## config.mk

```make
export PLATFORM = sky130hd
export DESIGN_NAME = sgfw_front
export DESIGN_NICKNAME = d
export VERILOG_FILES = /design/src/sv/sgfw_pkg.sv /design/src/sv/sgfw_front.sv
export SDC_FILE = /design/constraint.sdc
export NUM_CORES = 1
export LEC_CHECK = 0
export ABC_AREA = 1
export ABC_CLOCK_PERIOD_IN_PS = 800
export BUFFER_PORTS_ARGS = -buffer_cell sky130_fd_sc_hd__buf_2
export CORE_AREA = 10 10 47 49
export DETAILED_ROUTE_END_ITERATION = 10
export DIE_AREA = 0 0 57 59
export GPL_ROUTABILITY_DRIVEN = 0
export PLACE_DENSITY_LB_ADDON = 0.15
export SLEW_MARGIN = 20
export SYNTH_ARGS = -nofsm -noshare
export SYNTH_HDL_FRONTEND = slang
export SYNTH_SLANG_ARGS = --single-unit
```

## constraint.sdc

```tcl
create_clock -name vclk -period 0.8
set_clock_uncertainty 0.15 [all_clocks]
set_input_delay 0.08 -clock vclk [all_inputs]
set_output_delay 0.08 -clock vclk [all_outputs]
set_load 0.02 [all_outputs]
```

## src/sv/sgfw_pkg.sv

```systemverilog
// Shared types, constants and functions of the scaled glyph framebuffer writer.
// Holds the font table and the queue entry format; depends on nothing.
package sgfw_pkg;

  localparam int DEF_COLUMNS = 128;
  localparam int DEF_PAGES   = 4;

  localparam logic [7:0] FIRST_CODE = 8'h20;
  localparam logic [7:0] LAST_CODE  = 8'h5A;
  localparam int GLYPH_COLS  = 5;
  // Two destination columns and two pages for every glyph column.
  localparam int DRAW_STEPS  = 4 * GLYPH_COLS;
  localparam int STEP_W      = $clog2(DRAW_STEPS);
  localparam int QUEUE_DEPTH = 2;

  localparam logic [1:0] MODE_CLEAR = 2'd0;
  localparam logic [1:0] MODE_DRAW  = 2'd1;
  localparam logic [1:0] MODE_READ  = 2'd2;

  typedef enum logic [1:0] {
    OP_CLEAR,
    OP_DRAW,
    OP_READ
  } op_t;

  typedef struct packed {
    op_t        op;
    logic [6:0] x;
    logic [1:0] page;
    logic [5:0] glyph;
    logic       in_range;
  } qentry_t;

  typedef struct packed {
    logic full;
    logic avail;
  } qstat_t;

  typedef struct packed {
    logic init_busy;
  } eng_stat_t;

  function automatic logic [7:0] double_nibble(input logic [3:0] n);
    logic [7:0] r;
    for (int i = 0; i < 4; i++) begin
      r[2*i]   = n[i];
      r[2*i+1] = n[i];
    end
    return r;
  endfunction

  // Column c (0 is leftmost) of the glyph at table index idx.
  function automatic logic [7:0] glyph_col(input logic [5:0] idx, input logic [2:0] c);
    logic [39:0] g;
    logic [7:0]  b;
    case (idx)
      6'd0:  g = 40'h00_00_00_00_00;
      6'd1:  g = 40'h00_00_5F_00_00;
      6'd2:  g = 40'h00_07_00_07_00;
      6'd3:  g = 40'h14_7F_14_7F_14;
      6'd4:  g = 40'h24_2A_7F_2A_12;
      6'd5:  g = 40'h23_13_08_64_62;
      6'd6:  g = 40'h36_49_55_22_50;
      6'd7:  g = 40'h00_05_03_00_00;
      6'd8:  g = 40'h00_1C_22_41_00;
      6'd9:  g = 40'h00_41_22_1C_00;
      6'd10: g = 40'h08_2A_1C_2A_08;
      6'd11: g = 40'h08_08_3E_08_08;
      6'd12: g = 40'h00_50_30_00_00;
      6'd13: g = 40'h08_08_08_08_08;
      6'd14: g = 40'h00_60_60_00_00;
      6'd15: g = 40'h20_10_08_04_02;
      6'd16: g = 40'h3E_51_49_45_3E;
      6'd17: g = 40'h00_42_7F_40_00;
      6'd18: g = 40'h42_61_51_49_46;
      6'd19: g = 40'h21_41_45_4B_31;
      6'd20: g = 40'h18_14_12_7F_10;
      6'd21: g = 40'h27_45_45_45_39;
      6'd22: g = 40'h3C_4A_49_49_30;
      6'd23: g = 40'h01_71_09_05_03;
      6'd24: g = 40'h36_49_49_49_36;
      6'd25: g = 40'h06_49_49_29_1E;
      6'd26: g = 40'h00_36_36_00_00;
      6'd27: g = 40'h00_56_36_00_00;
      6'd28: g = 40'h08_14_22_41_00;
      6'd29: g = 40'h14_14_14_14_14;
      6'd30: g = 40'h41_22_14_08_00;
      6'd31: g = 40'h02_01_51_09_06;
      6'd32: g = 40'h32_49_79_41_3E;
      6'd33: g = 40'h7E_09_09_09_7E;
      6'd34: g = 40'h7F_49_49_49_36;
      6'd35: g = 40'h3E_41_41_41_22;
      6'd36: g = 40'h7F_41_41_22_1C;
      6'd37: g = 40'h7F_49_49_49_41;
      6'd38: g = 40'h7F_09_09_09_01;
      6'd39: g = 40'h3E_41_49_49_7A;
      6'd40: g = 40'h7F_08_08_08_7F;
      6'd41: g = 40'h00_41_7F_41_00;
      6'd42: g = 40'h20_40_41_3F_01;
      6'd43: g = 40'h7F_08_14_22_41;
      6'd44: g = 40'h7F_40_40_40_40;
      6'd45: g = 40'h7F_02_04_02_7F;
      6'd46: g = 40'h7F_04_08_10_7F;
      6'd47: g = 40'h3E_41_41_41_3E;
      6'd48: g = 40'h7F_09_09_09_06;
      6'd49: g = 40'h3E_41_51_21_5E;
      6'd50: g = 40'h7F_09_19_29_46;
      6'd51: g = 40'h46_49_49_49_31;
      6'd52: g = 40'h01_01_7F_01_01;
      6'd53: g = 40'h3F_40_40_40_3F;
      6'd54: g = 40'h1F_20_40_20_1F;
      6'd55: g = 40'h3F_40_38_40_3F;
      6'd56: g = 40'h63_14_08_14_63;
      6'd57: g = 40'h07_08_70_08_07;
      6'd58: g = 40'h61_51_49_45_43;
      default: g = 40'h00_00_00_00_00;
    endcase
    case (c)
      3'd0:    b = g[39:32];
      3'd1:    b = g[31:24];
      3'd2:    b = g[23:16];
      3'd3:    b = g[15:8];
      3'd4:    b = g[7:0];
      default: b = 8'h00;
    endcase
    return b;
  endfunction

endpackage

```

## src/sv/sgfw_front.sv

```systemverilog
// Command front end: accepts command beats, classifies them and pushes queue entries.
// Depends on sgfw_pkg.
module sgfw_front (
  input  logic               start,
  output logic               busy,
  input  logic [1:0]         in_mode,
  input  logic [6:0]         in_x_pixel,
  input  logic [1:0]         in_page_row,
  input  logic [7:0]         in_char_code,
  input  sgfw_pkg::eng_stat_t eng_stat,
  input  sgfw_pkg::qstat_t   q_stat,
  output logic               push,
  output sgfw_pkg::qentry_t  entry
);
  import sgfw_pkg::*;

  parameter int COLUMNS = DEF_COLUMNS;
  parameter int PAGES   = DEF_PAGES;

  logic known_mode;
  logic code_ok;

  assign busy = q_stat.full | eng_stat.init_busy;

  always_comb begin
    code_ok    = (in_char_code >= FIRST_CODE) && (in_char_code <= LAST_CODE);
    known_mode = 1'b1;
    entry.op   = OP_CLEAR;
    case (in_mode)
      MODE_CLEAR: entry.op = OP_CLEAR;
      MODE_DRAW:  entry.op = OP_DRAW;
      MODE_READ:  entry.op = OP_READ;
      default:    known_mode = 1'b0;
    endcase
    entry.x        = in_x_pixel;
    entry.page     = in_page_row;
    // Unknown codes fall back to the space glyph, which draws nothing.
    entry.glyph    = code_ok ? 6'(in_char_code - FIRST_CODE) : 6'd0;
    entry.in_range = (32'(in_x_pixel) < COLUMNS) && (32'(in_page_row) < PAGES);
  end

  // Mode 3 beats are accepted and dropped here.
  assign push = start & ~busy & known_mode;

endmodule

```

==> impl_metrics.ini <==
[logic_synthesis]
synthCells = 40
netlist-cell-type-count = 10
synth_area_leader_cell = buf_4
synth_area_leaders = buf_4 37%, inv_1 19%, a21oi_1 12%, nand2_1 11%, nor2_1 7.4%
synth_area_um2 = 203
ys_warn_count = 0
yosysSeqAreaShare_pct = 0
yosysTopAreaCellShare_pct = 37.0
synth_nets = 63
synth_common_cells = 10 x buf_4, 10 x inv_1, 6 x nand2_1, 5 x a21oi_1, 4 x nor2_1
syn-mean-instance-area_um2 = 5.07

[timing]
rsz0062_at_grt = yes
timing.final.crit_share_pct = 126
final_max_slew_viol_count = 0
min_period_ns = 1.01
setup_viol = 7
fmax_mhz = 995
worst_slack_ns = -0.205
finalHoldViolCount = 0
hold_ws_ns = 0.0100

[die]
placementRows = 14
start_util_pct = 14.5
die_h_um = 59
core_area_mm2 = 0.00140
ios = 43
fp.dieArea_mm2 = 0.00336
die_w_um = 57

[drt]
vias = 264
drc = 0
drtAntennaViolNets = 0
drtIter0Drc = 0
wl_um = 743
wl_per_cell_um = 10.3
dr.pass1.iters = 1
via_per_inst = 3.67

[placed_design]
hpwlAfterDp_um = 653
dp_cells = 72
portBuffers = 23

[cells_and_area]
nets = 81
final_util_pct = 35.9
insertedDiodeCount = 0
stdcell_count = 72
ff_latch_area_um2 = 0
clock_buffers = 0
num-fill-cells = 158
syn_to_final_growth_pct = 148
multiInputGateArea_um2 = 203
drive_gt1_share_pct = 76.8
seq_cell_count = 0

[global_route]
antenna_found_initial = 0
track_usage_pct = 4.44
grt_start_max_net_pins = 7
grt_pass1_wl_um = 1300
grt_pass1_vias = 304
overflow = 0

[min_path]
hold_class = in -> out

[run_status]
violations = setup timing
outcome = finished with violations

[worst_setup_path]
cp_max_fo = 6
crit_required_ns = 0.57
crit_type = in -> out
critPathCaptureType = primary output
worstPathArrival_ns = 0.78
critPathLaunchType = primary input

[pwr]
p_leak_nw = 0.260
ir_worst_vdd_mv = 0.141
power_density_mw_per_mm2 = 517
p_total_uw = 260

[job]
drv_cap = 0

[clock_tree]
post_cts_buffers = 0
ctsHoldBuffers = 0
==> power by group <==
part           total [mW]  internal, mW  switching [mW]
registers               0             0               0
clock network           0             0               0
logic               0.260         0.128           0.132
total               0.260         0.128           0.132
==> cells by family (layout without fill, tap and decap cells) <==
kind of cell | Yosys count | after routing | share of synthesized area (%)
and+or+nand+nor | 13 | 13 | 27.8
other | 1 | 1 | 1.85
AOI/OAI and AO/OA | 6 | 6 | 14.8
buffers and inverters | 20 | 36 | 55.6
==> cell type report <==
| type | instances | area share [%] |
|---|---|---|
| multi-input cells | 20 | 40.3 |
| well taps | 16 | 3.98 |
| inverters | 10 | 10.4 |
| repair buffers | 26 | 45.3 |
==> worst max-delay path: stages <==
cell	delay, ns
buf_12	0.11
inv_12	0.04
nand2_4	0.04
nor2_4	0.09
nand2_4	0.11
a21oi_4	0.16
buf_6	0.13
==> through the flow <==
step	worst slack (ns)	TNS, ns	area, um2
floorplan	-0.0276	-0.138	307
global placement	-0.327	-2.01	389
detailed placement	-0.327	-2.00	389
CTS	-0.199	-1.16	473
global route	-0.251	-1.45	503
finish	-0.205	-1.11	503
==> path summary, 6_finish.rpt <==
check	startpoint	end	slack (ns)	cells past startpoint
worst max-delay path	in_char_code[7]	entry[2]	-0.21	7
worst min-delay path	in_x_pixel[3]	entry[12]	0.01	0
==> metal layers <==
metal | wire [um] | vias up | global-route usage (%)
li1 | - | 138 | -
met1 | 216 | 114 | 3.53
met2 | 478 | 8 | 10.5
met3 | 40 | 4 | 0.644
met4 | 6 | 0 | 0.671
met5 | 0 | - | 0
==> cells in the final DEF, fill, tap and decap left out <==
| master | synthesis | routed |
|---|---|---|
| inv_4 | 0 | 1 |
| or2_4 | 0 | 1 |
| buf_2 | 0 | 10 |
| inv_12 | 0 | 1 |
| inv_1 | 10 | 8 |
| nor2_1 | 4 | 1 |
| nand2_4 | 0 | 3 |
| o21ai_2 | 0 | 1 |
| nor2_4 | 0 | 4 |
| buf_6 | 0 | 12 |
| a21oi_4 | 0 | 5 |
| conb_1 | 1 | 1 |
| buf_12 | 0 | 1 |
| nand2_2 | 1 | 1 |
| buf_4 | 10 | 3 |
| nand2_1 | 6 | 3 |
==> what timing repair did <==
item                                   4_1_cts  5_1_grt
resized for setup                           25        7
endpoints found under the hold margin        0        0
setup endpoints to repair                    8        8
pin swaps                                    9        2
(Power assumes the default switching activity.)
