[config.mk]
export PLATFORM = sky130hd
export DESIGN_NAME = sgfw_queue
export DESIGN_NICKNAME = d
export VERILOG_FILES = /design/src/sv/sgfw_pkg.sv /design/src/sv/sgfw_queue.sv
export SDC_FILE = /design/constraint.sdc
export NUM_CORES = 1
export LEC_CHECK = 0
export ABC_AREA = 1
export CAP_MARGIN = 0
export CORE_UTILIZATION = 50
export CTS_CLUSTER_SIZE = 24
export DETAILED_ROUTE_END_ITERATION = 10
export DONT_BUFFER_PORTS = 1
export HOLD_SLACK_MARGIN = 0.05
export PLACE_DENSITY_LB_ADDON = 0.15
export RECOVER_POWER = 50
export SLEW_MARGIN = 5
export SYNTH_ARGS = -nofsm -noshare
export SYNTH_HDL_FRONTEND = slang
export SYNTH_SLANG_ARGS = --single-unit
export TNS_END_PERCENT = 30
[constraint.sdc]
create_clock -name clk -period 2.07 [get_ports clk]
set_input_delay 0.414 -clock clk [delete_from_list [all_inputs] [get_ports clk]]
set_output_delay 0.414 -clock clk [all_outputs]
set_load 0.02 [all_outputs]
[src/sv/sgfw_pkg.sv]
// Shared types, constants and functions of the scaled glyph framebuffer writer.
// Holds the font table and the queue entry format; depends on nothing.
package sgfw_pkg;

  localparam int DEF_COLUMNS = 128;
  localparam int DEF_PAGES   = 4;

  localparam logic [7:0] FIRST_CODE = 8'h20;
  localparam logic [7:0] LAST_CODE  = 8'h5A;
  localparam int GLYPH_COLS  = 5;
  // Two destination columns and two pages for every glyph column.
  localparam int DRAW_STEPS  = 4 * GLYPH_COLS;
  localparam int STEP_W      = $clog2(DRAW_STEPS);
  localparam int QUEUE_DEPTH = 2;

  localparam logic [1:0] MODE_CLEAR = 2'd0;
  localparam logic [1:0] MODE_DRAW  = 2'd1;
  localparam logic [1:0] MODE_READ  = 2'd2;

  typedef enum logic [1:0] {
    OP_CLEAR,
    OP_DRAW,
    OP_READ
  } op_t;

  typedef struct packed {
    op_t        op;
    logic [6:0] x;
    logic [1:0] page;
    logic [5:0] glyph;
    logic       in_range;
  } qentry_t;

  typedef struct packed {
    logic full;
    logic avail;
  } qstat_t;

  typedef struct packed {
    logic init_busy;
  } eng_stat_t;

  function automatic logic [7:0] double_nibble(input logic [3:0] n);
    logic [7:0] r;
    for (int i = 0; i < 4; i++) begin
      r[2*i]   = n[i];
      r[2*i+1] = n[i];
    end
    return r;
  endfunction

  // Column c (0 is leftmost) of the glyph at table index idx.
  function automatic logic [7:0] glyph_col(input logic [5:0] idx, input logic [2:0] c);
    logic [39:0] g;
    logic [7:0]  b;
    case (idx)
      6'd0:  g = 40'h00_00_00_00_00;
      6'd1:  g = 40'h00_00_5F_00_00;
      6'd2:  g = 40'h00_07_00_07_00;
      6'd3:  g = 40'h14_7F_14_7F_14;
      6'd4:  g = 40'h24_2A_7F_2A_12;
      6'd5:  g = 40'h23_13_08_64_62;
      6'd6:  g = 40'h36_49_55_22_50;
      6'd7:  g = 40'h00_05_03_00_00;
      6'd8:  g = 40'h00_1C_22_41_00;
      6'd9:  g = 40'h00_41_22_1C_00;
      6'd10: g = 40'h08_2A_1C_2A_08;
      6'd11: g = 40'h08_08_3E_08_08;
      6'd12: g = 40'h00_50_30_00_00;
      6'd13: g = 40'h08_08_08_08_08;
      6'd14: g = 40'h00_60_60_00_00;
      6'd15: g = 40'h20_10_08_04_02;
      6'd16: g = 40'h3E_51_49_45_3E;
      6'd17: g = 40'h00_42_7F_40_00;
      6'd18: g = 40'h42_61_51_49_46;
      6'd19: g = 40'h21_41_45_4B_31;
      6'd20: g = 40'h18_14_12_7F_10;
      6'd21: g = 40'h27_45_45_45_39;
      6'd22: g = 40'h3C_4A_49_49_30;
      6'd23: g = 40'h01_71_09_05_03;
      6'd24: g = 40'h36_49_49_49_36;
      6'd25: g = 40'h06_49_49_29_1E;
      6'd26: g = 40'h00_36_36_00_00;
      6'd27: g = 40'h00_56_36_00_00;
      6'd28: g = 40'h08_14_22_41_00;
      6'd29: g = 40'h14_14_14_14_14;
      6'd30: g = 40'h41_22_14_08_00;
      6'd31: g = 40'h02_01_51_09_06;
      6'd32: g = 40'h32_49_79_41_3E;
      6'd33: g = 40'h7E_09_09_09_7E;
      6'd34: g = 40'h7F_49_49_49_36;
      6'd35: g = 40'h3E_41_41_41_22;
      6'd36: g = 40'h7F_41_41_22_1C;
      6'd37: g = 40'h7F_49_49_49_41;
      6'd38: g = 40'h7F_09_09_09_01;
      6'd39: g = 40'h3E_41_49_49_7A;
      6'd40: g = 40'h7F_08_08_08_7F;
      6'd41: g = 40'h00_41_7F_41_00;
      6'd42: g = 40'h20_40_41_3F_01;
      6'd43: g = 40'h7F_08_14_22_41;
      6'd44: g = 40'h7F_40_40_40_40;
      6'd45: g = 40'h7F_02_04_02_7F;
      6'd46: g = 40'h7F_04_08_10_7F;
      6'd47: g = 40'h3E_41_41_41_3E;
      6'd48: g = 40'h7F_09_09_09_06;
      6'd49: g = 40'h3E_41_51_21_5E;
      6'd50: g = 40'h7F_09_19_29_46;
      6'd51: g = 40'h46_49_49_49_31;
      6'd52: g = 40'h01_01_7F_01_01;
      6'd53: g = 40'h3F_40_40_40_3F;
      6'd54: g = 40'h1F_20_40_20_1F;
      6'd55: g = 40'h3F_40_38_40_3F;
      6'd56: g = 40'h63_14_08_14_63;
      6'd57: g = 40'h07_08_70_08_07;
      6'd58: g = 40'h61_51_49_45_43;
      default: g = 40'h00_00_00_00_00;
    endcase
    case (c)
      3'd0:    b = g[39:32];
      3'd1:    b = g[31:24];
      3'd2:    b = g[23:16];
      3'd3:    b = g[15:8];
      3'd4:    b = g[7:0];
      default: b = 8'h00;
    endcase
    return b;
  endfunction

endpackage

[src/sv/sgfw_queue.sv]
// Short command queue between the front end and the drawing engine.
// Depends on sgfw_pkg.
module sgfw_queue (
  input  logic              clk,
  input  logic              rst_n,
  input  logic              push,
  input  sgfw_pkg::qentry_t entry_in,
  input  logic              pop,
  output sgfw_pkg::qentry_t head,
  output sgfw_pkg::qstat_t  q_stat
);
  import sgfw_pkg::*;

  localparam int PW = (QUEUE_DEPTH > 1) ? $clog2(QUEUE_DEPTH) : 1;
  localparam int CW = $clog2(QUEUE_DEPTH + 1);

  qentry_t         slot_r [QUEUE_DEPTH];
  logic [PW-1:0]   wptr_r, wptr_nxt;
  logic [PW-1:0]   rptr_r, rptr_nxt;
  logic [CW-1:0]   count_r, count_nxt;
  logic            do_push, do_pop;

  assign q_stat.full  = (count_r == CW'(QUEUE_DEPTH));
  assign q_stat.avail = (count_r != '0);
  assign head         = slot_r[rptr_r];
  assign do_push      = push & ~q_stat.full;
  assign do_pop       = pop & q_stat.avail;

  always_comb begin
    wptr_nxt  = wptr_r;
    rptr_nxt  = rptr_r;
    count_nxt = count_r;
    if (do_push) begin
      wptr_nxt = (wptr_r == PW'(QUEUE_DEPTH - 1)) ? '0 : wptr_r + 1'b1;
    end
    if (do_pop) begin
      rptr_nxt = (rptr_r == PW'(QUEUE_DEPTH - 1)) ? '0 : rptr_r + 1'b1;
    end
    if (do_push && !do_pop) begin
      count_nxt = count_r + 1'b1;
    end else if (do_pop && !do_push) begin
      count_nxt = count_r - 1'b1;
    end
  end

  always_ff @(posedge clk) begin
    if (!rst_n) begin
      wptr_r  <= '0;
      rptr_r  <= '0;
      count_r <= '0;
    end else begin
      wptr_r  <= wptr_nxt;
      rptr_r  <= rptr_nxt;
      count_r <= count_nxt;
      if (do_push) begin
        slot_r[wptr_r] <= entry_in;
      end
    end
  end

endmodule

==> flow_summary.json, run 1 <==
{
  "async_flop_share": 0,
  "top_layer": "met4",
  "row_count": 20,
  "skew_ns": 0.00260,
  "grt_pass1_vias": 744,
  "h-tree-depth": 2,
  "path_clk_slew_ns": 0.10,
  "worstSkewPairLatency_ns": 0.34,
  "gp_congestion": 0.585,
  "cts_tree": "done",
  "die_w_um": 58.6,
  "syn_area_per_cell_sq_um": 16.9,
  "vias": 747,
  "wl_met3_um": 218,
  "dpl_cell_area_sq_um": 1660,
  "num_io_pins": 42,
  "status": "completed",
  "grt_max_degree": 19,
  "post_cts_buffers": 0,
  "drt-met1-wl_um": 801,
  "hp-class": "primary input to flop",
  "grt_usage": 0.146,
  "yosys.area.top_type_share": 0.674,
  "synth_area_sq_um": 1600,
  "ir_worst_vdd_uv": 696,
  "synth_fp_nets": 118,
  "clockBufferDepth": 2,
  "hold_violations": 0,
  "diodes": 0,
  "r2r_start": "count_r[1]",
  "synth_cell_types": 16,
  "drcViolationCount": 0,
  "yosys_most_used_dff": "edfxtp_1",
  "required_ns": 1.66,
  "tns_ns": 0,
  "port_buffers": 0,
  "setup_viol": 0,
  "slew_violations": 0,
  "ys_ff_latch": 41,
  "wl_um": 2180,
  "layout-drive-gt1-share": 0.267,
  "critPathMaxFanout": 18,
  "wl_met2_um": 1080,
  "hold_start": "entry_in[12]",
  "syn_inst": 95,
  "overflow": 0,
  "end_kind": "output port",
  "vias_per_cell": 5.01,
  "core_sq_um": 3050,
  "worst_pin_slew_ns": 0.469,
  "power_leakage_nw": 0.607,
  "rsz0062_at_grt": "false",
  "drt-initial-drc-count": 19,
  "dieArea_sq_um": 3440,
  "synthTopCellsByArea": "edfxtp_1, mux2_4, dfxtp_1",
  "antenna_found_initial": 0,
  "grt_pass1_wl_um": 3350,
  "start_util": 0.525,
  "cts.sinks": 41,
  "max_cap_viol_count": 0,
  "dpl.hpwl_um": 1460,
  "postCtsHoldBufs": 0,
  "dpl.cell_count": 141,
  "fill_cells": 261,
  "start_kind": "flop",
  "synth_edf_count": 36,
  "dr.pass1.iters": 4,
  "yosysSeqAreaShare": 0.737,
  "period_minus_slack_ns": 1.80,
  "numCtsBuffers": 5,
  "finalCritPeriodShare": 0.871,
  "yosysWarnings": 0,
  "final_core_util": 0.559,
  "yosysTopAreaCell": "edfxtp_1",
  "clockRootBuffer": "clkbuf_4",
  "die_h_um": 58.6,
  "antenna_left": 0,
  "synth_most_common_cell": "edfxtp_1",
  "area_growth_pct": 6.48,
  "design_area_sq_um": 1710,
  "arrival_ns": 1.39,
  "yosys-top-cells-count": "edfxtp_1, mux2_4, inv_1, nand2_1, mux2_2",
  "nNetsFinal": 127,
  "fmax_mhz": 554,
  "post_drt_wl_per_cell_um": 14.6,
  "ctsResizeCount": 0,
  "pwr_density_cell_nw_per_um2": 1120,
  "crit_type": "flop to output port",
  "relSlewSlack": 0.687,
  "layout.cells.non_filler": 149
}
## placed cells by master, fill, tap and decap left out
master and instances:
a21oi_1 2, nor2_1 6, ha_1 1, clkbuf_1 4
nand3_1 1, nand2_1 9, nor2_2 1, nand4_1 1
dfxtp_1 5, mux2_4 10, clkbuf_2 1, edfxtp_1 36
o21ai_0 2, buf_4 2, nor3_2 1, clkbuf_4 5
mux2_2 8, o21a_1 1, inv_1 9
## metal layers
layer,track usage,vias to the layer above
met4,0.122,0
met5,0,-
met1,0.137,345
met3,0.0791,8
li1,-,363
met2,0.233,31
## through the flow
stage / worst slack [ns] / total power, mW / hold WS, ns
detailed placement: 0.520 / 1.59 / 0.458
global placement: 0.592 / 1.57 / 0.457
floorplan: 0.174 / 1.53 / 0.445
finish: 0.266 / 1.92 / 0.162
global route: 0.204 / 2.03 / 0.131
CTS: 0.242 / 1.95 / 0.145
## where the power goes
group	leakage [nW]	switching, mW	internal [mW]
combinational	0.210	0.338	0.191
clock	0.0265	0.228	0.135
sequential	0.371	0.0325	0.995
## logic make-up (layout without fill, tap and decap cells)
kind of cell               after synthesis  in the layout  share of synthesized area
AOI/OAI and AO/OA                        5              5                     0.0172
adders and majority gates                1              1                    0.00781
DFF                                     41             41                      0.737
muxes                                   18             18                      0.150
and+or+nand+nor                         19             19                     0.0476
buffers and inverters                   11             21                     0.0406
## final cells by class
cell class | count | area [sq um] | share of cell area
repair buffers | 4 | 23.8 | 0.0139
multi-input cells | 43 | 364 | 0.213
flip-flops and latches | 41 | 1180 | 0.692
well taps | 44 | 55.1 | 0.0323
inverters | 9 | 33.8 | 0.0198
clock buffers | 8 | 48.8 | 0.0286
## final timing paths
path / end / slack, ns / depth (start not counted)
max: head[4] / 0.27 / 2
min: slot_r[1][12] / 0.16 / 0
max reg2reg: count_r[1] / 0.42 / 10
min reg2reg: wptr_r / 0.47 / 2
## critical path: stages (launching register included)
cell and delay, ns:
dfxtp_1 0.32, buf_4 0.28, mux2_2 0.44
## state kept, by name, summed over array words and instances, names as in the netlist, named ones only
name     flops
slot_r      36
count_r      2
rptr_r       1
wptr_r       1
(Power assumes the default switching activity.)
==> run 2, diff against run 1 <==
- ABC_AREA: 1 -> unset
- CELL_PAD_IN_SITES_DETAIL_PLACEMENT: unset -> 1
- CELL_PAD_IN_SITES_GLOBAL_PLACEMENT: unset -> 1
- CORE_UTILIZATION: 50 -> 45
- HOLD_SLACK_MARGIN: 0.05 -> unset
==> run 2 against run 1 <==
Effect of this change:
- via count down 7.8%
- final cell count down 10%
- worst setup slack worse by 0.11 ns
- critical path type unchanged
- critical endpoint is now head[10]
- largest power group unchanged
==> flow_summary.json, run 2 <==
{
  "start_kind": "flop",
  "worstRegToRegCells": 3,
  "period_minus_slack_ns": 1.91,
  "vias_per_cell": 5.14,
  "synth_most_common_cell": "edfxtp_1",
  "core_sq_um": 3150,
  "max_cap_viol_count": 0,
  "slew_violations": 0,
  "worst_pin_slew_ns": 0.843,
  "syn_inst": 81,
  "overflow": 0,
  "largestRegisters": "slot_r: 36 flops, count_r: 2 flops",
  "die_h_um": 60.4,
  "crit_type": "flop to output port",
  "drcViolationCount": 0,
  "yosysTopAreaCell": "edfxtp_1",
  "grt_pass1_vias": 711,
  "max_flop_register": "slot_r",
  "tns_ns": 0,
  "hp-class": "primary input to flop",
  "ir_worst_vdd_uv": 591,
  "clockBufferDepth": 2,
  "numCtsBuffers": 5,
  "slowest_stage": "dfxtp_1",
  "pwr_density_cell_nw_per_um2": 1180,
  "layout-drive-gt1-share": 0.333,
  "postCtsHoldBufs": 0,
  "grt_usage": 0.147,
  "port_buffers": 0,
  "syn_area_per_cell_sq_um": 18.9,
  "critPathMaxFanout": 8,
  "grt_max_degree": 19,
  "synthTopCellsByArea": "edfxtp_1, mux2_2, dfxtp_1",
  "yosys.area.top_type_share": 0.705,
  "relSlewSlack": 0.438,
  "worstSkewPairLatency_ns": 0.34,
  "yosysSeqAreaShare": 0.770,
  "synth_fp_nets": 104,
  "synth_edf_count": 36,
  "wl_met3_um": 207,
  "clockRootBuffer": "clkbuf_4",
  "fill_cells": 308,
  "vias": 689,
  "largest_reg_flops": 36,
  "final_common_cell": "edfxtp_1",
  "async_flop_share": 0,
  "hold_violations": 0,
  "grt_pass1_wl_um": 3510,
  "reg2reg_slack_ns": 0.26,
  "ys_ff_latch": 41,
  "required_ns": 1.66,
  "die_w_um": 60.4,
  "finalCritPeriodShare": 0.924,
  "fmax_mhz": 523,
  "dpl.hpwl_um": 1630,
  "end_kind": "output port",
  "ctsResizeCount": 0,
  "r2r_start": "count_r[0]",
  "yosys_most_used_dff": "edfxtp_1",
  "arrival_ns": 1.50,
  "diodes": 0,
  "dr.pass1.iters": 3,
  "num_io_pins": 42,
  "status": "completed",
  "drt-met1-wl_um": 843,
  "yosys-top-cells-count": "edfxtp_1, mux2_2, dfxtp_1",
  "area_growth_pct": 7.42,
  "antenna_found_initial": 0,
  "rsz0062_at_grt": "false",
  "post_cts_buffers": 0,
  "start_util": 0.487,
  "dieArea_sq_um": 3650,
  "cts.sinks": 41,
  "path_cells": "buf_4 -> mux2_2",
  "path_clk_slew_ns": 0.12,
  "critical-path-max-stage-delay_ns": 0.54,
  "synth_area_sq_um": 1530,
  "final_cell_mix": "edfxtp_1, mux2_2, dfxtp_1, clkbuf_4, o21ai_0",
  "yosysWarnings": 0,
  "multi_input_area_sq_um": 337,
  "gp_congestion": 0.553,
  "power_leakage_nw": 0.542,
  "wl_um": 2370,
  "cts_tree": "done",
  "r2r-end": "slot_r[1][8]",
  "h-tree-depth": 2,
  "synth_cell_types": 19,
  "drt-initial-drc-count": 11,
  "post_drt_wl_per_cell_um": 17.7,
  "nNetsFinal": 112,
  "regArea_sq_um": 1180,
  "crit_path_end": "head[10]",
  "top_layer": "met4",
  "antenna_left": 0,
  "skew_ns": 0.00960,
  "wl_met2_um": 1280,
  "row_count": 20,
  "setup_viol": 0,
  "p_total_mw": 1.95
}
run 2: cell types whose count changed in the layout (fill, tap and decap cells not counted), moves of 3 or more:
| cell | before | now |
|---|---|---|
| mux2_2 | 8 | 18 |
| mux2_4 | 10 | 0 |
| nand2_1 | 9 | 0 |
| inv_1 | 9 | 1 |
| nor2_1 | 6 | 1 |
| clkbuf_1 | 4 | 1 |
run 2: cell families (layout without fill, tap and decap cells):
group	count (synthesis)	count (layout)	synth area share
AOI/OAI and AO/OA	5	5	0.0196
muxes	18	18	0.132
buffers and inverters	3	12	0.0106
xor gates and xnor gates	3	3	0.0171
and+or+nand+nor	10	10	0.0424
adders and majority gates	1	1	0.00816
DFF	41	41	0.770
run 2: final cells by class:
cell class	count	area share
Tap cell	44	0.0334
Timing Repair Buffer	3	0.0121
Multi-Input combinational cell	37	0.204
Clock inverter	2	0.00607
Sequential cell	41	0.717
Clock buffer	6	0.0251
Inverter	1	0.00228
run 2: how the worst min path moves through the flow:
stage | slack [ns] | endpoint | from | depth (start not counted)
after floorplan | 0.47 | count_r[1] | count_r[1] | 2
after global placement | 0.49 | count_r[1] | count_r[1] | 2
after detailed placement | 0.51 | slot_r[0][7] | entry_in[7] | 0
after CTS | 0.14 | slot_r[1][5] | entry_in[5] | 0
after global routing | 0.13 | slot_r[0][10] | entry_in[10] | 0
final | 0.16 | slot_r[0][6] | entry_in[6] | 0
run 2: worst max-delay path, delay by kind of cell (launching register included):
| kind | cells | cell delay [ns] |
|---|---|---|
| DFF | 1 | 0.54 |
| muxes | 1 | 0.40 |
| buffers and inverters | 1 | 0.23 |
run 2: where the power goes:
group | total [mW] | internal, mW | switching, mW
Clock | 0.368 | 0.130 | 0.239
Combinational | 0.523 | 0.210 | 0.313
Sequential | 1.05 | 0.996 | 0.0581
run 2: layer usage:
layer / up-vias / GRT usage
li1: 323 / -
met1: 338 / 0.144
met2: 23 / 0.250
met3: 5 / 0.0746
met4: 0 / 0.0797
met5: - / 0
run 2: stage by stage:
stage,hold WS (ns),instances,area (sq um),util,setup slack [ns]
floorplan,0.473,81,1540,-,0.0355
global placement,0.488,126,1610,0.512,0.244
detailed placement,0.513,126,1610,0.512,0.229
finish,0.160,134,1650,0.523,0.157
CTS,0.145,134,1670,0.528,0.0955
global route,0.126,134,1650,0.523,0.0605
